$ cat src/rtl/itew_pkg.sv
// Shared types and word codes for the integer-to-English-words block.
package itew_pkg;

  localparam int NUM_DIGITS = 10;
  localparam int DIGIT_W    = 4;

  typedef logic [NUM_DIGITS-1:0][DIGIT_W-1:0] itew_digits_t;
  typedef logic [4:0]                          itew_word_t;
  typedef logic [30:0]                         itew_number_t;

  localparam itew_word_t W_ZERO      = 5'd0;
  localparam itew_word_t W_TEN       = 5'd10;
  localparam itew_word_t W_TENS_BASE = 5'd18;
  localparam itew_word_t W_HUNDRED   = 5'd28;
  localparam itew_word_t W_THOUSAND  = 5'd29;
  localparam itew_word_t W_MILLION   = 5'd30;
  localparam itew_word_t W_BILLION   = 5'd31;

endpackage

$ cat src/rtl/itew_if.sv
// Valid/ready channel interfaces: number input, decimal digits, word output.
interface itew_in_if;
  logic                   valid;
  logic                   ready;
  itew_pkg::itew_number_t number;

  modport source (output valid, output number, input ready);
  modport sink   (input valid, input number, output ready);
endinterface

interface itew_dig_if;
  logic                   valid;
  logic                   ready;
  itew_pkg::itew_digits_t digits;

  modport source (output valid, output digits, input ready);
  modport sink   (input valid, input digits, output ready);
endinterface

interface itew_out_if;
  logic                 valid;
  logic                 ready;
  itew_pkg::itew_word_t word_code;
  logic                 last_word;

  modport source (output valid, output word_code, output last_word, input ready);
  modport sink   (input valid, input word_code, input last_word, output ready);
endinterface

$ cat src/rtl/itew_front.sv
// Front end: accepts a number and converts it to ten BCD digits, two bits per cycle.
module itew_front (
  input  logic      clk,
  input  logic      rst_n,
  itew_in_if.sink   in_ch,
  itew_dig_if.source dig_ch
);
  import itew_pkg::*;

  typedef enum logic [1:0] {F_IDLE, F_CONV, F_HOLD} state_t;

  localparam logic [3:0] LAST_ITER = 4'd13;

  state_t       state_r;
  logic [3:0]   cnt_r;
  logic [27:0]  bin_r;
  itew_digits_t bcd_r;
  itew_digits_t bcd_nxt;
  logic         accept;

  function automatic itew_digits_t dd_step(input itew_digits_t d, input logic b);
    itew_digits_t adj;
    logic [NUM_DIGITS*DIGIT_W-1:0] flat;
    for (int i = 0; i < NUM_DIGITS; i++) begin
      adj[i] = (d[i] >= 4'd5) ? d[i] + 4'd3 : d[i];
    end
    flat = adj;
    return {flat[NUM_DIGITS*DIGIT_W-2:0], b};
  endfunction

  assign in_ch.ready   = (state_r == F_IDLE) || (state_r == F_HOLD && dig_ch.ready);
  assign accept        = in_ch.valid && in_ch.ready;
  assign dig_ch.valid  = (state_r == F_HOLD);
  assign dig_ch.digits = bcd_r;
  assign bcd_nxt       = dd_step(dd_step(bcd_r, bin_r[27]), bin_r[26]);

  always_ff @(posedge clk) begin
    if (!rst_n) begin
      state_r <= F_IDLE;
      cnt_r   <= '0;
    end else begin
      unique case (state_r)
        F_IDLE: begin
          if (accept) begin
            state_r <= F_CONV;
            cnt_r   <= '0;
          end
        end
        F_CONV: begin
          cnt_r <= cnt_r + 4'd1;
          if (cnt_r == LAST_ITER) begin
            state_r <= F_HOLD;
          end
        end
        F_HOLD: begin
          if (accept) begin
            state_r <= F_CONV;
            cnt_r   <= '0;
          end else if (dig_ch.ready) begin
            state_r <= F_IDLE;
          end
        end
        default: state_r <= F_IDLE;
      endcase
    end
    // load top three bits directly: no digit can reach five before they shift in
    if (accept) begin
      bin_r <= in_ch.number[27:0];
      bcd_r <= {{(NUM_DIGITS*DIGIT_W-3){1'b0}}, in_ch.number[30:28]};
    end else if (state_r == F_CONV) begin
      bin_r <= {bin_r[25:0], 2'b00};
      bcd_r <= bcd_nxt;
    end
  end

endmodule

$ cat src/rtl/itew_fifo.sv
// Short queue of digit transactions between front and back end.
module itew_fifo #(
  parameter int DEPTH = 2
) (
  input  logic       clk,
  input  logic       rst_n,
  itew_dig_if.sink   wr_ch,
  itew_dig_if.source rd_ch
);
  import itew_pkg::*;

  localparam int AW = (DEPTH > 1) ? $clog2(DEPTH) : 1;
  localparam int CW = $clog2(DEPTH + 1);

  itew_digits_t   mem_r [DEPTH];
  logic [AW-1:0]  wr_ptr_r;
  logic [AW-1:0]  rd_ptr_r;
  logic [CW-1:0]  cnt_r;
  logic           push;
  logic           pop;

  assign wr_ch.ready  = (cnt_r != CW'(DEPTH));
  assign rd_ch.valid  = (cnt_r != '0);
  assign rd_ch.digits = mem_r[rd_ptr_r];
  assign push         = wr_ch.valid && wr_ch.ready;
  assign pop          = rd_ch.valid && rd_ch.ready;

  always_ff @(posedge clk) begin
    if (!rst_n) begin
      wr_ptr_r <= '0;
      rd_ptr_r <= '0;
      cnt_r    <= '0;
    end else begin
      if (push) begin
        wr_ptr_r <= (wr_ptr_r == AW'(DEPTH - 1)) ? '0 : wr_ptr_r + AW'(1);
      end
      if (pop) begin
        rd_ptr_r <= (rd_ptr_r == AW'(DEPTH - 1)) ? '0 : rd_ptr_r + AW'(1);
      end
      if (push && !pop) begin
        cnt_r <= cnt_r + CW'(1);
      end else if (pop && !push) begin
        cnt_r <= cnt_r - CW'(1);
      end
    end
    if (push) begin
      mem_r[wr_ptr_r] <= wr_ch.digits;
    end
  end

endmodule

$ cat src/rtl/itew_back.sv
// Back end: expands BCD digits into word slots and emits one word code per cycle while out_ch is ready.
module itew_back (
  input  logic       clk,
  input  logic       rst_n,
  itew_dig_if.sink   dig_ch,
  itew_out_if.source out_ch
);
  import itew_pkg::*;

  localparam int SLOTS     = 20;
  localparam int GRP_SLOTS = 5;
  localparam int IW        = $clog2(SLOTS);

  logic [SLOTS-1:0]   vld_r;
  itew_word_t         code_r [SLOTS];
  logic [SLOTS-1:0]   vld_nxt;
  itew_word_t         code_nxt [SLOTS];
  logic               out_vld_r;
  itew_word_t         out_code_r;
  logic               out_last_r;
  logic [IW-1:0]      idx;
  logic               is_last;
  logic               adv;
  logic               load;
  logic [SLOTS-1:0]   vld_left;

  always_comb begin
    logic [3:0] h, t, u;
    logic       nz;
    int         b;
    vld_nxt = '0;
    for (int g = 0; g < 4; g++) begin
      b = g * GRP_SLOTS;
      if (g == 0) begin
        h = 4'd0;
        t = 4'd0;
        u = dig_ch.digits[9];
      end else begin
        h = dig_ch.digits[9 - 3*g + 2];
        t = dig_ch.digits[9 - 3*g + 1];
        u = dig_ch.digits[9 - 3*g];
      end
      nz = (h != 4'd0) || (t != 4'd0) || (u != 4'd0);
      code_nxt[b]     = {1'b0, h};
      vld_nxt[b]      = (h != 4'd0);
      code_nxt[b + 1] = W_HUNDRED;
      vld_nxt[b + 1]  = (h != 4'd0);
      if (t == 4'd1) begin
        code_nxt[b + 2] = W_TEN + {1'b0, u};
        vld_nxt[b + 2]  = 1'b1;
      end else if (t == 4'd0) begin
        code_nxt[b + 2] = {1'b0, u};
        vld_nxt[b + 2]  = (u != 4'd0);
      end else begin
        code_nxt[b + 2] = W_TENS_BASE + {1'b0, t};
        vld_nxt[b + 2]  = 1'b1;
      end
      code_nxt[b + 3] = {1'b0, u};
      vld_nxt[b + 3]  = (t >= 4'd2) && (u != 4'd0);
      unique case (g)
        0:       code_nxt[b + 4] = W_BILLION;
        1:       code_nxt[b + 4] = W_MILLION;
        default: code_nxt[b + 4] = W_THOUSAND;
      endcase
      vld_nxt[b + 4] = nz && (g != 3);
    end
    if (vld_nxt == '0) begin
      code_nxt[0] = W_ZERO;
      vld_nxt[0]  = 1'b1;
    end
  end

  always_comb begin
    logic found;
    found = 1'b0;
    idx   = '0;
    for (int i = 0; i < SLOTS; i++) begin
      if (vld_r[i] && !found) begin
        idx   = IW'(i);
        found = 1'b1;
      end
    end
  end

  assign vld_left     = vld_r & ~(SLOTS'(1) << idx);
  assign is_last      = (vld_left == '0);
  assign adv          = (vld_r != '0) && (!out_vld_r || out_ch.ready);
  assign load         = dig_ch.valid && ((vld_r == '0) || (adv && is_last));
  assign dig_ch.ready = (vld_r == '0) || (adv && is_last);

  assign out_ch.valid     = out_vld_r;
  assign out_ch.word_code = out_code_r;
  assign out_ch.last_word = out_last_r;

  always_ff @(posedge clk) begin
    if (!rst_n) begin
      vld_r     <= '0;
      out_vld_r <= 1'b0;
    end else begin
      if (load) begin
        vld_r <= vld_nxt;
      end else if (adv) begin
        vld_r <= vld_left;
      end
      if (adv) begin
        out_vld_r <= 1'b1;
      end else if (out_ch.ready) begin
        out_vld_r <= 1'b0;
      end
    end
    if (load) begin
      code_r <= code_nxt;
    end
    if (adv) begin
      out_code_r <= code_r[idx];
      out_last_r <= is_last;
    end
  end

endmodule

$ cat src/rtl/integer_to_english_words.sv
// Top level: reads a 31-bit unsigned number out as a run of English word codes.
//
// Usage:
//   in_ch  carries one number per transaction (valid/ready).
//   out_ch carries one word code per transaction, most significant word
//          first; last_word marks the final code of each number's run.
//   A number yields 1 to 16 codes; zero yields the single code Zero.
// Timing:
//   The front end converts the number to decimal two bits per cycle, then
//   holds the digits until the queue takes them; it accepts no new number
//   while converting. Words leave through the back end's slot and output
//   registers, one word per cycle while out_ch is ready, with no gap
//   between numbers whose digits are already queued.
//   A queue of QUEUE_DEPTH digit sets lets the two ends run independently.
// Reset clears all control state; the block is ready in the cycle after reset.
// A stalled out_ch holds its word; the queue fills, then in_ch.ready drops.
module integer_to_english_words #(
  parameter int QUEUE_DEPTH = 2
) (
  input  logic       clk,
  input  logic       rst_n,
  itew_in_if.sink    in_ch,
  itew_out_if.source out_ch
);
  import itew_pkg::*;

  itew_dig_if q_wr_ch ();
  itew_dig_if q_rd_ch ();

  itew_front u_front (
    .clk    (clk),
    .rst_n  (rst_n),
    .in_ch  (in_ch),
    .dig_ch (q_wr_ch)
  );

  itew_fifo #(
    .DEPTH (QUEUE_DEPTH)
  ) u_fifo (
    .clk   (clk),
    .rst_n (rst_n),
    .wr_ch (q_wr_ch),
    .rd_ch (q_rd_ch)
  );

  itew_back u_back (
    .clk    (clk),
    .rst_n  (rst_n),
    .dig_ch (q_rd_ch),
    .out_ch (out_ch)
  );

  a_zero_is_last: assert property (@(posedge clk) disable iff (!rst_n)
    out_ch.valid && (out_ch.word_code == W_ZERO) |-> out_ch.last_word)
    else $error("Zero word not marked last");

  a_reset_out_idle: assert property (@(posedge clk)
    !rst_n |=> !out_ch.valid)
    else $error("output valid after reset");

  a_reset_in_ready: assert property (@(posedge clk)
    !rst_n |=> in_ch.ready)
    else $error("input not ready after reset");

  a_queue_flow: assert property (@(posedge clk) disable iff (!rst_n)
    q_rd_ch.valid && q_rd_ch.ready |-> !out_ch.valid || out_ch.ready || !$past(rst_n)
      || out_ch.last_word)
    else $error("new digits loaded while a run is still stalled");

endmodule
$ cat src/flat_wrapper.sv
// flat-port wrapper written by rule: the top's interface ports become plain ports
module integer_to_english_words_flat import itew_pkg::*;
#(
  parameter int QUEUE_DEPTH = 2
)
  (clk, rst_n, in_ch_valid, in_ch_number, in_ch_ready, out_ch_valid, out_ch_word_code, out_ch_last_word, out_ch_ready);
  itew_in_if in_ch_i ();
  itew_out_if out_ch_i ();
  input  logic clk;
  input  logic rst_n;
  input wire logic [$bits(in_ch_i.valid)-1:0] in_ch_valid;
  input wire logic [$bits(in_ch_i.number)-1:0] in_ch_number;
  output wire logic [$bits(in_ch_i.ready)-1:0] in_ch_ready;
  output wire logic [$bits(out_ch_i.valid)-1:0] out_ch_valid;
  output wire logic [$bits(out_ch_i.word_code)-1:0] out_ch_word_code;
  output wire logic [$bits(out_ch_i.last_word)-1:0] out_ch_last_word;
  input wire logic [$bits(out_ch_i.ready)-1:0] out_ch_ready;
  assign in_ch_i.valid = in_ch_valid;
  assign in_ch_i.number = in_ch_number;
  assign in_ch_ready = in_ch_i.ready;
  assign out_ch_valid = out_ch_i.valid;
  assign out_ch_word_code = out_ch_i.word_code;
  assign out_ch_last_word = out_ch_i.last_word;
  assign out_ch_i.ready = out_ch_ready;
  integer_to_english_words #(.QUEUE_DEPTH(QUEUE_DEPTH)) u_core (.clk(clk), .rst_n(rst_n), .in_ch(in_ch_i), .out_ch(out_ch_i));
endmodule
$ cat config.mk
export PLATFORM = sky130hd
export DESIGN_NAME = integer_to_english_words_flat
export DESIGN_NICKNAME = d
export VERILOG_FILES = /design/src/rtl/itew_pkg.sv /design/src/rtl/itew_if.sv /design/src/rtl/itew_front.sv /design/src/rtl/itew_fifo.sv /design/src/rtl/itew_back.sv /design/src/rtl/integer_to_english_words.sv /design/src/flat_wrapper.sv
export SDC_FILE = /design/constraint.sdc
export NUM_CORES = 1
export LEC_CHECK = 0
export BUFFER_PORTS_ARGS = -buffer_cell sky130_fd_sc_hd__buf_4
export CAP_MARGIN = 20
export CORE_UTILIZATION = 50
export CTS_CLUSTER_DIAMETER = 200
export DETAILED_ROUTE_END_ITERATION = 12
export GPL_ROUTABILITY_DRIVEN = 0
export PLACE_DENSITY = 0.66
export SYNTH_ARGS = -nofsm -noshare
export SYNTH_HDL_FRONTEND = slang
export SYNTH_SLANG_ARGS = --single-unit
export TNS_END_PERCENT = 30
$ cat constraint.sdc
create_clock -name clk -period 5.85 [get_ports clk]
set_clock_uncertainty 0.15 [all_clocks]
set_input_delay 0 -clock clk [delete_from_list [all_inputs] [get_ports clk]]
set_output_delay 0 -clock clk [all_outputs]
set_load 0.005 [all_outputs]
Word level (Yosys, flattened, before mapping)
Memory sizes are Yosys's and may differ from the RTL's. A register that Yosys moved wholly into a read port is not among the register bits.
Index checks and enable logic that the tools add are counted.
{ "word_totals": {"ff_bits": 148, "latch_bits": 0, "mem_bits_rw": 80, "mem_bits_ro": 0, "input_bits": 35, "output_inout_bits": 8, "wordCells": 286, "n_memories": 1} }
{ "op_classes": {"add_sub_neg": 31, "n_mul": 0, "div_mod_pow": 0, "n_lt_le_gt_ge": 24, "n_eq_ne": 11, "shift": 1, "muxes": 97, "n_bitwise": 4, "n_reduce_logical": 85} }
{ "mem_list": {"columns": ["name", "words", "width", "rd", "rd_clocked_by_memory_dff", "write_ports", "line_no", "text"], "rows": [
  ["u_core.u_fifo.mem_r", 2, 40, 1, 1, 1, "itew_fifo.sv:15", "itew_digits_t mem_r [DEPTH];"]
]} }
{ "op_table": {"columns": ["cell", "count"], "rows": [
  ["5-bit two-way mux", 26],
  ["4-bit by 3-bit greater-or-equal comparator with 1-bit output (second input constant)", 20],
  ["4-bit two-way mux", 19],
  ["4-bit by 2-bit adder with 4-bit output (second input constant)", 18],
  ["28-bit two-way mux", 2],
  ["20-bit logical NOT", 2],
  ["19-bit two-way mux", 2],
  ["4-bit nonzero test", 9],
  ["1-bit two-way mux", 35],
  ["1-bit logical AND", 29],
  ["5-bit binary-select mux with 5-bit select", 1],
  ["1-bit logical NOT", 22],
  ["20-bit AND", 1],
  ["20-bit inverter", 1],
  ["20-bit nonzero test", 1],
  ["1-bit by 5-bit left shift with 20-bit output (first input constant)", 1],
  ["19-bit logical NOT", 1],
  ["4-bit by 4-bit adder with 5-bit output (first input constant)", 3],
  ["5-bit by 4-bit adder with 5-bit output (first input constant)", 3],
  ["4-bit by 1-bit == test with 1-bit output (second input constant)", 3],
  ["4-bit by 2-bit greater-or-equal comparator with 1-bit output (second input constant)", 3],
  ["4-bit logical NOT", 3],
  ["2-bit two-way mux", 6],
  ["3-bit two-way mux", 4],
  ["22 further kinds", 38]
]} }

Depth between registers and ports, before layout
Gate-level depths: netlist of run 1.
{ "logic_depth": {"depth_word": 68, "ltp_mapped": 15, "mapped_depth_nobuf": 12} }

Modules after synthesis
A second synthesis of run 1 with hierarchy kept.
{ "hier_totals": {"hier_cells": 1165, "area_unflattened_um2": 12136.6} }
{ "by_module_without_submodules": {"columns": ["mod", "instances", "cells_each", "area_each_um2", "seq_area_each_um2"], "rows": [
  ["itew_front", 1, 582, 4911.0, 1791.7],
  ["itew_back", 1, 435, 4110.2, 1891.8],
  ["itew_fifo", 1, 148, 3115.5, 2502.4]
]} }

Worst setup path after synthesis of run 1
No wires, ideal clock.
{ "synth_timing": {"path_type": "register to register", "from": "register u_core.u_back.vld_r[4]", "to": "register u_core.u_back.code_r[10] (netlist name) (enable)", "setup_ns": 0.449, "arrival_time_ns": 4.453, "required_ns": 5.251, "slack_ns": 0.798, "stages_incl_launch_ff": 12, "n_path_buf": 3, "synth_period_minus_slack_ns": 5.052, "path_cell_list": "dfxtp_1 buf_6 or4_4 buf_6 a2111oi_4 o21ai_2 and2_1 buf_2 mux2i_4 a221oi_4 a21o_1 nor2b_1"} }
{ "synth_via": {"elab_chain_len": 54, "elab_cells_between_ends": 72, "classes_between": "shift (1); mux (31); bitwise (2); reduce/logical (38)"} }
{ "synth_rtl": {"columns": ["item", "line_no", "text"], "rows": [
  ["start, declared", "itew_back.sv:14", "logic [SLOTS-1:0] vld_r;"],
  ["start signal, assigned", "itew_back.sv:101", "vld_r <= vld_nxt;"],
  ["start signal, assigned", "itew_back.sv:103", "vld_r <= vld_left;"],
  ["1-bit logical AND", "itew_back.sv:78", "if (vld_r[i] && !found) begin"],
  ["1-bit two-way mux", "itew_back.sv:78", null],
  ["1-bit logical NOT", "itew_back.sv:78", null],
  ["1-bit logical AND", "itew_back.sv:78", null],
  ["1-bit two-way mux", "itew_back.sv:78", null],
  ["1-bit logical NOT", "itew_back.sv:78", null],
  ["1-bit logical AND", "itew_back.sv:78", null],
  ["1-bit two-way mux", "itew_back.sv:78", null],
  ["[... 40 more ...]", null, null],
  ["20-bit inverter", "itew_back.sv:85", "assign vld_left = vld_r & ~(SLOTS'(1) << idx);"],
  ["20-bit AND (*)", "itew_back.sv:85", null],
  ["20-bit logical NOT (*)", "itew_back.sv:86", "assign is_last = (vld_left == '0);"],
  ["via u_core.u_back.is_last", "itew_back.sv:22", "logic is_last;"],
  ["1-bit logical AND (*)", "itew_back.sv:88", "assign load = dig_ch.valid && ((vld_r == '0) || (adv && is_last));"],
  ["1-bit logical OR (*)", "itew_back.sv:88", null],
  ["1-bit logical AND (*)", "itew_back.sv:88", null],
  ["via u_core.u_back.load", "itew_back.sv:24", "logic load;"],
  ["end signal, assigned", "itew_back.sv:112", "code_r <= code_nxt;"],
  ["end, declared", "itew_back.sv:15", "itew_word_t code_r [SLOTS];"]
]} }
The timed path passes the listed nets; every way through them passes the cells marked *.
A chain may end at the register's enable or synchronous reset.

Worst setup path after layout of run 1
{ "layout_timing": {"from": "register u_core.u_back.vld_r[4]", "to": "register u_core.u_fifo.cnt_r[1]"} }
{ "layout_via": {"elab_chain_len": 57, "elab_cells_between_ends": 77, "classes_between": "shift (1); mux (32); bitwise (2); reduce/logical (42)"} }
{ "layout_rtl": {"columns": ["item", "line_no", "text"], "rows": [
  ["1-bit logical AND", "itew_back.sv:78", null],
  ["1-bit two-way mux", "itew_back.sv:78", null],
  ["1-bit logical NOT", "itew_back.sv:78", null],
  ["1-bit logical AND", "itew_back.sv:78", null],
  ["1-bit two-way mux", "itew_back.sv:78", null],
  ["1-bit logical NOT", "itew_back.sv:78", null],
  ["1-bit logical AND", "itew_back.sv:78", null],
  ["1-bit two-way mux", "itew_back.sv:78", null],
  ["[... 42 more ...]", null, null],
  ["20-bit logical NOT (*)", "itew_back.sv:86", null],
  ["via u_core.u_back.is_last", "itew_back.sv:22", null],
  ["1-bit logical AND (*)", "itew_back.sv:89", "assign dig_ch.ready = (vld_r == '0) || (adv && is_last);"],
  ["1-bit logical OR (*)", "itew_back.sv:89", null],
  ["1-bit logical AND (*)", "itew_fifo.sv:26", "assign pop = rd_ch.valid && rd_ch.ready;"],
  ["1-bit logical NOT", "itew_fifo.sv:40", "if (push && !pop) begin"],
  ["1-bit logical AND", "itew_fifo.sv:40", null],
  ["2-bit two-way mux or 2-bit nonzero test (tied branches)", null, null],
  ["end signal, assigned", "itew_fifo.sv:41", "cnt_r <= cnt_r + CW'(1);"],
  ["end signal, assigned", "itew_fifo.sv:43", "cnt_r <= cnt_r - CW'(1);"],
  ["end, declared", "itew_fifo.sv:18", "logic [CW-1:0] cnt_r;"]
]} }
Marked as above.

==> results.md, run 1 <==
* Outcome: finished clean
* Setup_tns at 0 ps
* Final critical-path required period at 4250 ps
* Final core area utilization at 59.2%
* Starting density of the core at 51.1%
* Global-route wire length before repair at 38.6 mm
* Hold Startpoint: in_ch_valid
* # DRC at 0
* Root buffer cell: clkbuf_16
* Post-Synthesis Cells at 1,079
* Clk sink count at 229
* Final total power at 6.58 mW
* End of the worst register-to-register path: u_core.u_fifo.cnt_r[1]
* Count of instances resized after the clock tree is built at 0
* Cell with the most instances after synthesis: edfxtp_1
* Max-slew violation count at 0
* Worst R2R Start: u_core.u_back.vld_r[4]
* Hold Path Sink: u_core.u_front.cnt_r[3]
* Max Clk Rate at 235 MHz
* Count of cells along the worst register-to-register path at 11
* Maximum number of pins on one net before global-route repair at 78
* Transition at the pin with the smallest max-transition slack at 1110 ps
* Total vias in the final route at 8,087
* 1st-pass router iterations at 4
* Ratio of total power to cell area at 489 mW/mm^2
* Hold-fix buffer count after cts at 35
* Drt initial violations at 573
* Kind of end point of the critical path: flip-flop
* P_leak at 5.13 nW
* Fraction of layout cells with a size suffix above 1 at 13.4%
* Number of endpoints with negative hold slack in the final report at 0
* Ys Warns at 0
* Area of the core at 0.0227 sq mm
* Count of port buffers added during placement at 42
* Proportion of register bits with asynchronous set or reset after synthesis at 0%
* Via-per-instance ratio at 5.56
* Most instantiated cells after synthesis: edfxtp_1 (160), nand2_1 (125), o21ai_0 (76)
* Antenna Nets Post-Route at 0
* Routed WL at 23.5 mm
* Relative slew slack at 25.4%
* TritonCTS Buffers at 26
* Number of cells on the worst hold path at 5
* Final layout net count at 1,233
* H-Tree Depth at 1
* Part of the Yosys area used for sequential elements at 53.3%
* Type of the worst min-delay path: input pin to flip-flop
* Post-synthesis instance area at 0.0116 sq mm
* WP data arrival at 4550 ps
* Worst R2R Setup Slack at 1600 ps
* EDFF count, synth at 160
* P&R area growth vs syn at 15.8%
* Clock transition at the registers of the reported paths at 60 ps
* Synth Area per Inst at 10.8 sq um
* Startpoint Class: flip-flop
* WHS at 107 ps
* Clock tree from TritonCTS: built
* Post-Synthesis Net Count at 1,163
* Max capacitance violation total at 0
* Global-route usage over all layers at 20.2%
* Total half-perimeter wirelength after legalization and detailed placement at 15.7 mm
* Most used DFF post-synth: edfxtp_1
* Die Y-Extent at 154 microns
* Number of buffers between clock root and the deepest sink at 3
* Crit Path Max Fanout at 19
* Unrepaired setup endpoints after global routing: false
* Worst path required time at 6150 ps
* Cells taking the most area after synthesis: edfxtp_1 (41%), dfxtp_1 (12%), ha_1 (5.3%)
* #FFs+latches synth at 229
* Via count of the first global-routing pass at 7,754
* Boundary Pins at 43
* Worst VDD drop at 0.236 mV
* Wire per inst at 16.1 microns
* Critical path class: flip-flop to flip-flop
* Clock latency of the later-clocked register in the worst-skew pair at 520 ps
* Number of buffers inserted by post-CTS setup repair at 0
* Cell type contributing the most total cell area after synthesis: edfxtp_1
* Total overflow reported by the global router at 0
* Ant. Diodes at 0
* Number of different library cells in the post-synthesis netlist at 69
* Filler Cells Inserted at 1,897
* Area share of the largest cell type after synthesis at 41.4%
* Setup-failing EPs final at 0
* Horizontal extent of the die at 154 microns
* Full die area at 0.0238 sq mm
* Total number of placement rows at 55
* Period utilisation layout at 72.6%
* Initial antenna violation count at 0
==> registers in the layout, indices dropped and copies added, names as in the netlist, named ones only <==
register	flops
u_core.u_fifo.mem_r	80
u_core.u_back.code_r	43
u_core.u_front.dig_ch.digits	40
u_core.u_front.bin_r	28
u_core.u_back.vld_r	20
u_core.u_back.out_ch.word_code	5
u_core.u_front.cnt_r	4
u_core.u_fifo.cnt_r	2
u_core.u_front.state_r	2
u_core.u_back.out_ch.last_word	1
u_core.u_back.out_ch.valid	1
u_core.u_fifo.rd_ptr_r	1
u_core.u_fifo.wr_ptr_r	1
==> logic make-up after synthesis <==
kind of cell	synth area share [%]
DFF	53.3
buffers and inverters	3.41
xor gates and xnor gates	2.49
AOI/OAI and AO/OA	12.3
adders and majority gates	5.45
muxes	7.86
and+or+nand+nor	15.2
==> stage by stage <==
step                cell area (sq um)  setup slack [ps]  instances
finish                          13400              1600       1454
global route                    13400              1460       1454
CTS                             13400              1340       1453
detailed placement              12200              1360       1370
global placement                12200              1400       1370
floorplan                       11600               798       1079
==> cell usage in the layout, fill, tap and decap left out, types with 6 or more instances in the layout <==
| master | count |
|---|---|
| a21oi_1 | 61 |
| a31oi_1 | 7 |
| and2_1 | 8 |
| buf_4 | 48 |
| clkbuf_1 | 7 |
| clkbuf_16 | 26 |
| dfxtp_1 | 68 |
| dlygate4sd3_1 | 35 |
| edfxtp_1 | 160 |
| ha_1 | 49 |
| inv_1 | 56 |
| mux2_2 | 46 |
| mux2i_1 | 36 |
| nand2_1 | 124 |
| nand2b_1 | 23 |
| nand3_1 | 46 |
| nand4_1 | 7 |
| nor2_1 | 58 |
| nor2b_1 | 17 |
| nor3_1 | 16 |
| nor3b_1 | 19 |
| nor4_1 | 11 |
| o211ai_1 | 11 |
| o21a_1 | 14 |
| o21ai_0 | 76 |
| o21ai_1 | 8 |
| or3_1 | 6 |
| xnor2_1 | 27 |
| xor2_1 | 6 |
==> worst max-delay path, cell delays in order (launching register included) <==
cell	delay, ps
dfxtp_1	400
nor4_1	510
nand4_1	440
o211a_1	410
and2_1	410
mux2i_4	320
a221oi_4	380
a21o_1	190
o21ai_0	80
ha_1	340
or3_1	380
a21boi_0	150
==> cell type report <==
class	count	area (sq um)	area share, %
clock buffer	35	704	5.24
multi-input combinational	752	5050	37.5
tap	285	357	2.65
sequential	229	6190	46.0
inverter	56	210	1.56
timing repair buffer	84	731	5.43
clock inverter	13	210	1.56
==> report_power, final <==
part           switching [mW]  leakage [nW]  internal (mW)
Clock                   0.639         0.441           1.07
Combinational            1.36          2.63           1.07
Sequential              0.274          2.06           2.17
Total                    2.27          5.13           4.31
==> how the worst max path moves through the flow <==
stage,cells after the start,startpoint,slack (ps),end
6_report,11,u_core.u_back.vld_r[4],1600,u_core.u_fifo.cnt_r[1]
4_1_cts,8,u_core.u_back.vld_r[4],1340,u_core.u_back.code_r[45]
5_1_grt,11,u_core.u_back.vld_r[5],1460,u_core.u_fifo.cnt_r[1]
2_1_floorplan,11,u_core.u_back.vld_r[4],800,u_core.u_back.code_r[10]
3_3_place_gp,8,u_core.u_back.vld_r[8],1400,u_core.u_back.code_r[48]
3_5_place_dp,8,u_core.u_back.vld_r[4],1360,u_core.u_back.code_r[45]
==> layer usage <==
layer | global-route usage [%] | vias to the layer above | wire, microns
li1 | - | 4065 | -
met1 | 27.3 | 3837 | 11100
met2 | 34.4 | 157 | 11000
met3 | 2.89 | 28 | 1040
met4 | 4.48 | 0 | 379
met5 | 0 | - | 0
(Power assumes the default switching activity.)
==> run 2, diff against run 1 <==
--- a/config.mk
+++ b/config.mk
@@ -5,6 +5,7 @@
 export SDC_FILE = /design/constraint.sdc
 export NUM_CORES = 1
 export LEC_CHECK = 0
+export ABC_AREA = 1
 export BUFFER_PORTS_ARGS = -buffer_cell sky130_fd_sc_hd__buf_4
 export CAP_MARGIN = 20
 export CORE_UTILIZATION = 50
==> constraint.sdc (replaced) <==
create_clock -name clk -period 4 [get_ports clk]
set_clock_uncertainty 0.15 [all_clocks]
set_input_delay 0 -clock clk [delete_from_list [all_inputs] [get_ports clk]]
set_output_delay 0 -clock clk [all_outputs]
set_load 0.005 [all_outputs]
==> results.md, run 2 <==
* Outcome: finished clean
* Final critical-path required period at 3350 ps
* Post-Synthesis Net Count at 1,475
* Root buffer cell: clkbuf_16
* Full die area at 0.0246 sq mm
* Final core area utilization at 59.0%
* Sequential power share at 31.3%
* Via count of the first global-routing pass at 8,681
* Area occupied by registers at 0.00619 sq mm
* TritonCTS Buffers at 26
* Boundary Pins at 43
* Ratio of total power to cell area at 872 mW/mm^2
* Cells taking the most area after synthesis: edfxtp_1 (40%), dfxtp_1 (12%), nand2_1 (8.9%)
* Worst R2R Start: u_core.u_back.vld_r[13]
* Flip-flop count of the largest register, all copies and words added at 80
* Startpoint Class: flip-flop
* P&R area growth vs syn at 15.7%
* Filler Cells Inserted at 2,049
* 1st-pass router iterations at 5
* Type of the worst min-delay path: input pin to flip-flop
* Initial antenna violation count at 0
* Highest layer used for signal routing: met4
* Number of endpoints with negative hold slack in the final report at 0
* Unrepaired setup endpoints after global routing: false
* Net Switching at 5.40 mW
* Period utilisation layout at 83.7%
* Clock latency of the later-clocked register in the worst-skew pair at 520 ps
* Relative slew slack at 41.5%
* Die Y-Extent at 157 microns
* Count of cells along the worst register-to-register path at 16
* Kind of end point of the critical path: flip-flop
* Area share of the largest cell type after synthesis at 40.1%
* Drt initial violations at 543
* Int Power at 6.67 mW
* Post-Synthesis Cells at 1,391
* Multi-input logic area at 0.00469 sq mm
* Horizontal extent of the die at 157 microns
* Number of buffers between clock root and the deepest sink at 3
* Starting density of the core at 51.0%
* Final total power at 12.1 mW
* Global-route usage over all layers at 20.8%
* Worst path required time at 4250 ps
* Hold Path Sink: u_core.u_front.bin_r[4]
* Most frequent cells in the layout: nand2_1 (285), inv_1 (243), edfxtp_1 (160)
* Share of power burned in the clock network at 19.3%
* # DRC at 0
* WP data arrival at 3600 ps
* Total overflow reported by the global router at 0
* Max-slew violation count at 0
* Met2 Routed Length at 11.8 mm
* Cell area after layout at 0.0138 sq mm
* Maximum number of pins on one net before global-route repair at 62
* Register containing the most flip-flops in the final layout: u_core.u_fifo.mem_r
* Met1 WL at 11.5 mm
* Most instantiated cells after synthesis: nand2_1 (285), inv_1 (243), edfxtp_1 (160)
* H-Tree Depth at 1
* Worst VDD drop at 0.575 mV
* Cell with the most instances after synthesis: nand2_1
* Clk sink count at 229
* Fraction of layout cells with a size suffix above 1 at 8.05%
* End of the worst register-to-register path: u_core.u_fifo.cnt_r[1]
* #FFs+latches synth at 229
* EDFF count, synth at 160
* Switching share of power at 44.8%
* Wire per inst at 13.7 microns
* Via-per-instance ratio at 5.13
* Comb power frac at 49.4%
* Transition at the pin with the smallest max-transition slack at 878 ps
* Proportion of register bits with asynchronous set or reset after synthesis at 0%
* Worst R2R Setup Slack at 650 ps
* Antenna Nets Post-Route at 0
* Total number of placement rows at 56
* Routed WL at 24.8 mm
* Number of cells on the worst hold path at 4
* Ant. Diodes at 0
* Setup_tns at 0 ps
* Total vias in the final route at 9,284
* Setup-failing EPs final at 0
* Crit Path Max Fanout at 23
* Met3 Routed Length at 996 microns
* Most common cell after layout, fill and taps aside: nand2_1
* Post-synthesis instance area at 0.0120 sq mm
* Cell type contributing the most total cell area after synthesis: edfxtp_1
* Total half-perimeter wirelength after legalization and detailed placement at 17.0 mm
* Clock tree from TritonCTS: built
* Hold Startpoint: in_ch_number[4]
* Most used DFF post-synth: edfxtp_1
* Max capacitance violation total at 0
* Number of different library cells in the post-synthesis netlist at 46
* Synth Area per Inst at 8.60 sq um
* P_leak at 5.95 nW
* Area of the core at 0.0235 sq mm
* Count of port buffers added during placement at 42
* Ys Warns at 0
* Critical path class: flip-flop to flip-flop
* Clock transition at the registers of the reported paths at 60 ps
* Max Clk Rate at 299 MHz
* Final layout net count at 1,555
* Part of the Yosys area used for sequential elements at 51.7%
* DP Area at 0.0126 sq mm
* Global-route wire length before repair at 41.2 mm
[run 2: changes by cell type after synthesis, moves of 29 or more]
cell | before | now
inv_1 | 56 | 243
mux2_2 | 46 | 0
mux2i_1 | 36 | 1
nand2_1 | 125 | 285
nand3_1 | 46 | 75
o21ai_0 | 76 | 154
[run 2: how the worst max path moves through the flow]
stage / start / endpoint / slack (ps) / cells past startpoint
after global routing: u_core.u_back.vld_r[13] / u_core.u_fifo.cnt_r[1] / 270 / 16
after detailed placement: u_core.u_back.vld_r[13] / u_core.u_fifo.cnt_r[1] / 690 / 16
after global placement: u_core.u_back.vld_r[13] / u_core.u_back.code_r[48] / 800 / 13
after floorplan: u_core.u_front.state_r[1] / u_core.u_fifo.mem_r[1][0] / 990 / 6
final: u_core.u_back.vld_r[13] / u_core.u_fifo.cnt_r[1] / 650 / 16
after CTS: u_core.u_back.vld_r[13] / u_core.u_fifo.cnt_r[1] / 680 / 16
[run 2: final cells by class]
| type | count | share of cell area (%) |
|---|---|---|
| Sequential cell | 229 | 44.7 |
| Multi-Input combinational cell | 874 | 33.9 |
| Inverter | 250 | 6.78 |
| Clock buffer | 44 | 5.79 |
| Timing Repair Buffer | 90 | 5.64 |
| Tap cell | 319 | 2.88 |
| Clock inverter | 4 | 0.343 |
[run 2: metal layers]
| metal | vias to the layer above | global-route usage (%) |
|---|---|---|
| li1 | 4788 | - |
| met3 | 39 | 2.30 |
| met5 | - | 0 |
| met4 | 0 | 5.60 |
| met2 | 167 | 35.9 |
| met1 | 4290 | 27.5 |
[run 2: power by group through the flow]
stage | Combinational, mW | Clock (mW) | Sequential [mW]
6_report | 5.96 | 2.33 | 3.78
5_1_grt | 6.80 | 2.47 | 3.85
4_1_cts | 5.92 | 2.37 | 3.78
3_5_place_dp | 5.84 | 0 | 3.82
3_3_place_gp | 5.75 | 0 | 3.80
2_1_floorplan | 4.66 | 0 | 3.67
[run 2: worst max-delay path: stages, from the launching register on]
cell and delay [ps]:
dfxtp_1 470, nor2_1 90, nand2_1 80, nor2_1 80, nand2_1 120, inv_2 60, nand2_2 310, nand2_1 140
inv_2 350, nand4_1 170, nand2_2 230, nand2_2 120, ha_1 340, a21oi_1 150, o21ai_0 130, o21ai_0 170
a21oi_1 60
[run 2: through the flow]
| stage | instances | hold slack (ps) | setup slack, ps |
|---|---|---|---|
| global route | 1810 | 154 | 275 |
| global placement | 1725 | 115 | 797 |
| finish | 1810 | 137 | 654 |
| detailed placement | 1725 | 119 | 693 |
| floorplan | 1391 | -11.6 | 987 |
| CTS | 1810 | 121 | 676 |
[run 2: timing repair]
item | CTS | global route
setup buffers | 0 | 0
setup endpoints to repair | 0 | 0
endpoints found under the hold margin | 64 | 0
hold buffers | 37 | 0
resized for setup | 0 | 0
[run 2: kinds of logic (layout without fill, tap and decap cells)]
| logic type | Yosys count | count (layout) | share of synthesized area, % |
|---|---|---|---|
| adder cells (fa/ha/maj) | 49 | 49 | 5.12 |
| AO/OA/AOI/OAI | 301 | 301 | 13.9 |
| XOR/XNOR | 28 | 28 | 2.05 |
| buffers and inverters | 288 | 388 | 9.26 |
| multiplexers | 1 | 1 | 0.0836 |
| flip-flops | 229 | 229 | 51.7 |
| AND/OR/NAND/NOR | 495 | 495 | 17.9 |
==> run 3, diff against run 2 <==
--- a/config.mk
+++ b/config.mk
@@ -12,7 +12,7 @@
 export CTS_CLUSTER_DIAMETER = 200
 export DETAILED_ROUTE_END_ITERATION = 12
 export GPL_ROUTABILITY_DRIVEN = 0
-export PLACE_DENSITY = 0.66
+export PLACE_DENSITY = 0.68
 export SYNTH_ARGS = -nofsm -noshare
 export SYNTH_HDL_FRONTEND = slang
 export SYNTH_SLANG_ARGS = --single-unit
==> constraint.sdc (replaced) <==
create_clock -name clk -period 2.9 [get_ports clk]
set_clock_uncertainty 0.15 [all_clocks]
set_input_delay 0 -clock clk [delete_from_list [all_inputs] [get_ports clk]]
set_output_delay 0 -clock clk [all_outputs]
set_load 0.005 [all_outputs]
==> results.md, run 3 (same netlist as run 2, synthesis figures left out) <==
* Relative slew slack at 59.6%
* Most frequent cells in the layout: nand2_1 (285), inv_1 (243), edfxtp_1 (160)
* Total vias in the final route at 9,296
* Largest incremental delay on the critical path at 350 ps
* Routed WL at 24.4 mm
* Via-per-instance ratio at 5.10
* Met3 Routed Length at 1.04 mm
* Final critical-path required period at 2770 ps
* Flip-flop count of the largest register, all copies and words added at 80
* Hold Startpoint: in_ch_number[28]
* Max-slew violation count at 0
* P_leak at 6.03 nW
* Worst R2R Setup Slack at 130 ps
* Cell family contributing the most delay on the critical path: simple AND/OR/NAND/NOR gates
* Clk sink count at 229
* Cells traversed along the worst timing path: nor2_4, nand2_4, nor2_8, nand3_2, nor2_4, nand3_2, nand2_1, nand2_1, nor2_2, nand4_1, nand2_2, nand2_2, ha_1, a21oi_1, o21ai_0, o21ai_0, a21oi_1
* Global-route wire length before repair at 41.2 mm
* Global-route usage over all layers at 20.6%
* Worst VDD drop at 0.895 mV
* Startpoint Class: flip-flop
* P&R area growth vs syn at 17.0%
* Fraction of layout cells with a size suffix above 1 at 9.57%
* Max capacitance violation total at 0
* Critical path class: flip-flop to flip-flop
* Worst Path Buf+Inv at 0
* Drt initial violations at 595
* Total half-perimeter wirelength after legalization and detailed placement at 16.6 mm
* Boundary Pins at 43
* Full die area at 0.0246 sq mm
* Critical Path Start: u_core.u_back.vld_r[1]
* Placement-stage worst setup slack at 68.4 ps
* Outcome: finished clean
* Filler Cells Inserted at 2,037
* Count of port buffers added during placement at 42
* Ratio of total power to cell area at 1230 mW/mm^2
* Met1 WL at 11.4 mm
* Register containing the most flip-flops in the final layout: u_core.u_fifo.mem_r
* Area of the core at 0.0235 sq mm
* Die Y-Extent at 157 microns
* Transition at the pin with the smallest max-transition slack at 600 ps
* Worst R2R Start: u_core.u_back.vld_r[1]
* Clock tree from TritonCTS: built
* Number of buffers inserted by post-CTS setup repair at 0
* Post-route non-filler standard cell count at 1,823
* Number of buffers between clock root and the deepest sink at 3
* Antenna Nets Post-Route at 0
* Initial antenna violation count at 0
* TritonCTS Buffers at 26
* Period utilisation layout at 95.5%
* Met2 Routed Length at 11.7 mm
* WHS at 126 ps
* H-Tree Depth at 1
* # DRC at 0
* Final core area utilization at 59.6%
* Final layout net count at 1,569
* Starting density of the core at 51.0%
* Ant. Diodes at 0
* Clock transition at the registers of the reported paths at 60 ps
* Clock latency of the later-clocked register in the worst-skew pair at 520 ps
* Type of the worst min-delay path: input pin to flip-flop
* Most common cell after layout, fill and taps aside: nand2_1
* Total number of placement rows at 56
* Via count of the first global-routing pass at 8,709
* Unrepaired setup endpoints after global routing: true
* Root buffer cell: clkbuf_16
* WP data arrival at 3020 ps
* Count of placed standard cells including taps at 1,739
* Kind of end point of the critical path: flip-flop
* Wire per inst at 13.4 microns
* Worst path required time at 3150 ps
* 1st-pass router iterations at 5
* Maximum number of pins on one net before global-route repair at 61
* Horizontal extent of the die at 157 microns
* Crit path setup slack, layout at 130 ps
* Number of endpoints with negative hold slack in the final report at 0
* Highest layer used for signal routing: met4
* Max Clk Rate at 361 MHz
* Crit Path Max Fanout at 10
* Setup-failing EPs final at 0
* Setup_tns at 0 ps
* Cell with the largest stage delay on the worst path: dfxtp_1
* Total overflow reported by the global router at 0
run 3: cell types whose count changed in the layout (fill, tap and decap cells not counted), sizes merged:
cell / change
clkinvlp: +3
clkbuf: -9
inv: -1
buf: +14
bufinv: +1
clkinv: +5
run 3: final cells by class:
class                   count  area [sq um]  area share, %
clock inverters            12           128          0.912
multi-input cells         874          4720           33.7
inverters                 250           938           6.70
flip-flops and latches    229          6190           44.2
well taps                 319           399           2.85
repair buffers            104           898           6.42
clock buffers              35           724           5.18
run 3: routing by layer:
metal / up-vias / GRT usage (%)
met4: 0 / 4.34
li1: 4821 / -
met5: - / 0
met2: 178 / 35.8
met3: 32 / 2.80
met1: 4265 / 27.3
run 3: report_power, final:
group / internal [mW] / switching [mW]
Clock: 1.93 / 1.29
Combinational: 2.94 / 5.86
Sequential: 4.67 / 0.503
Total: 9.53 / 7.65
run 3: worst reg2reg max path, delay by kind of cell (launching register included):
family	cells	cell delay, ps
compound gates	4	420
simple gates	12	1400
flops	1	350
fa+ha+maj	1	340
run 3: metrics by stage:
step / power (mW) / area, sq um
after floorplan: 11.5 / 12000
after global placement: 13.6 / 12700
after detailed placement: 13.8 / 12700
after CTS: 17.1 / 14000
after global routing: 18.7 / 14000
final: 17.2 / 14000
run 3: worst paths after layout:
kind,to,cells after the start
worst max-delay path,u_core.u_fifo.cnt_r[1],17
worst min-delay path,u_core.u_front.dig_ch.digits[0],4
worst max register to register,u_core.u_fifo.cnt_r[1],17
worst min register to register,u_core.u_fifo.mem_r[1][25],0
run 3: timing repair:
item                                    in CTS  in global routing
resized for setup                            0                 10
endpoints found under the hold margin       67                  0
hold buffers                                37                  0
endpoints found under the setup margin       0                  9
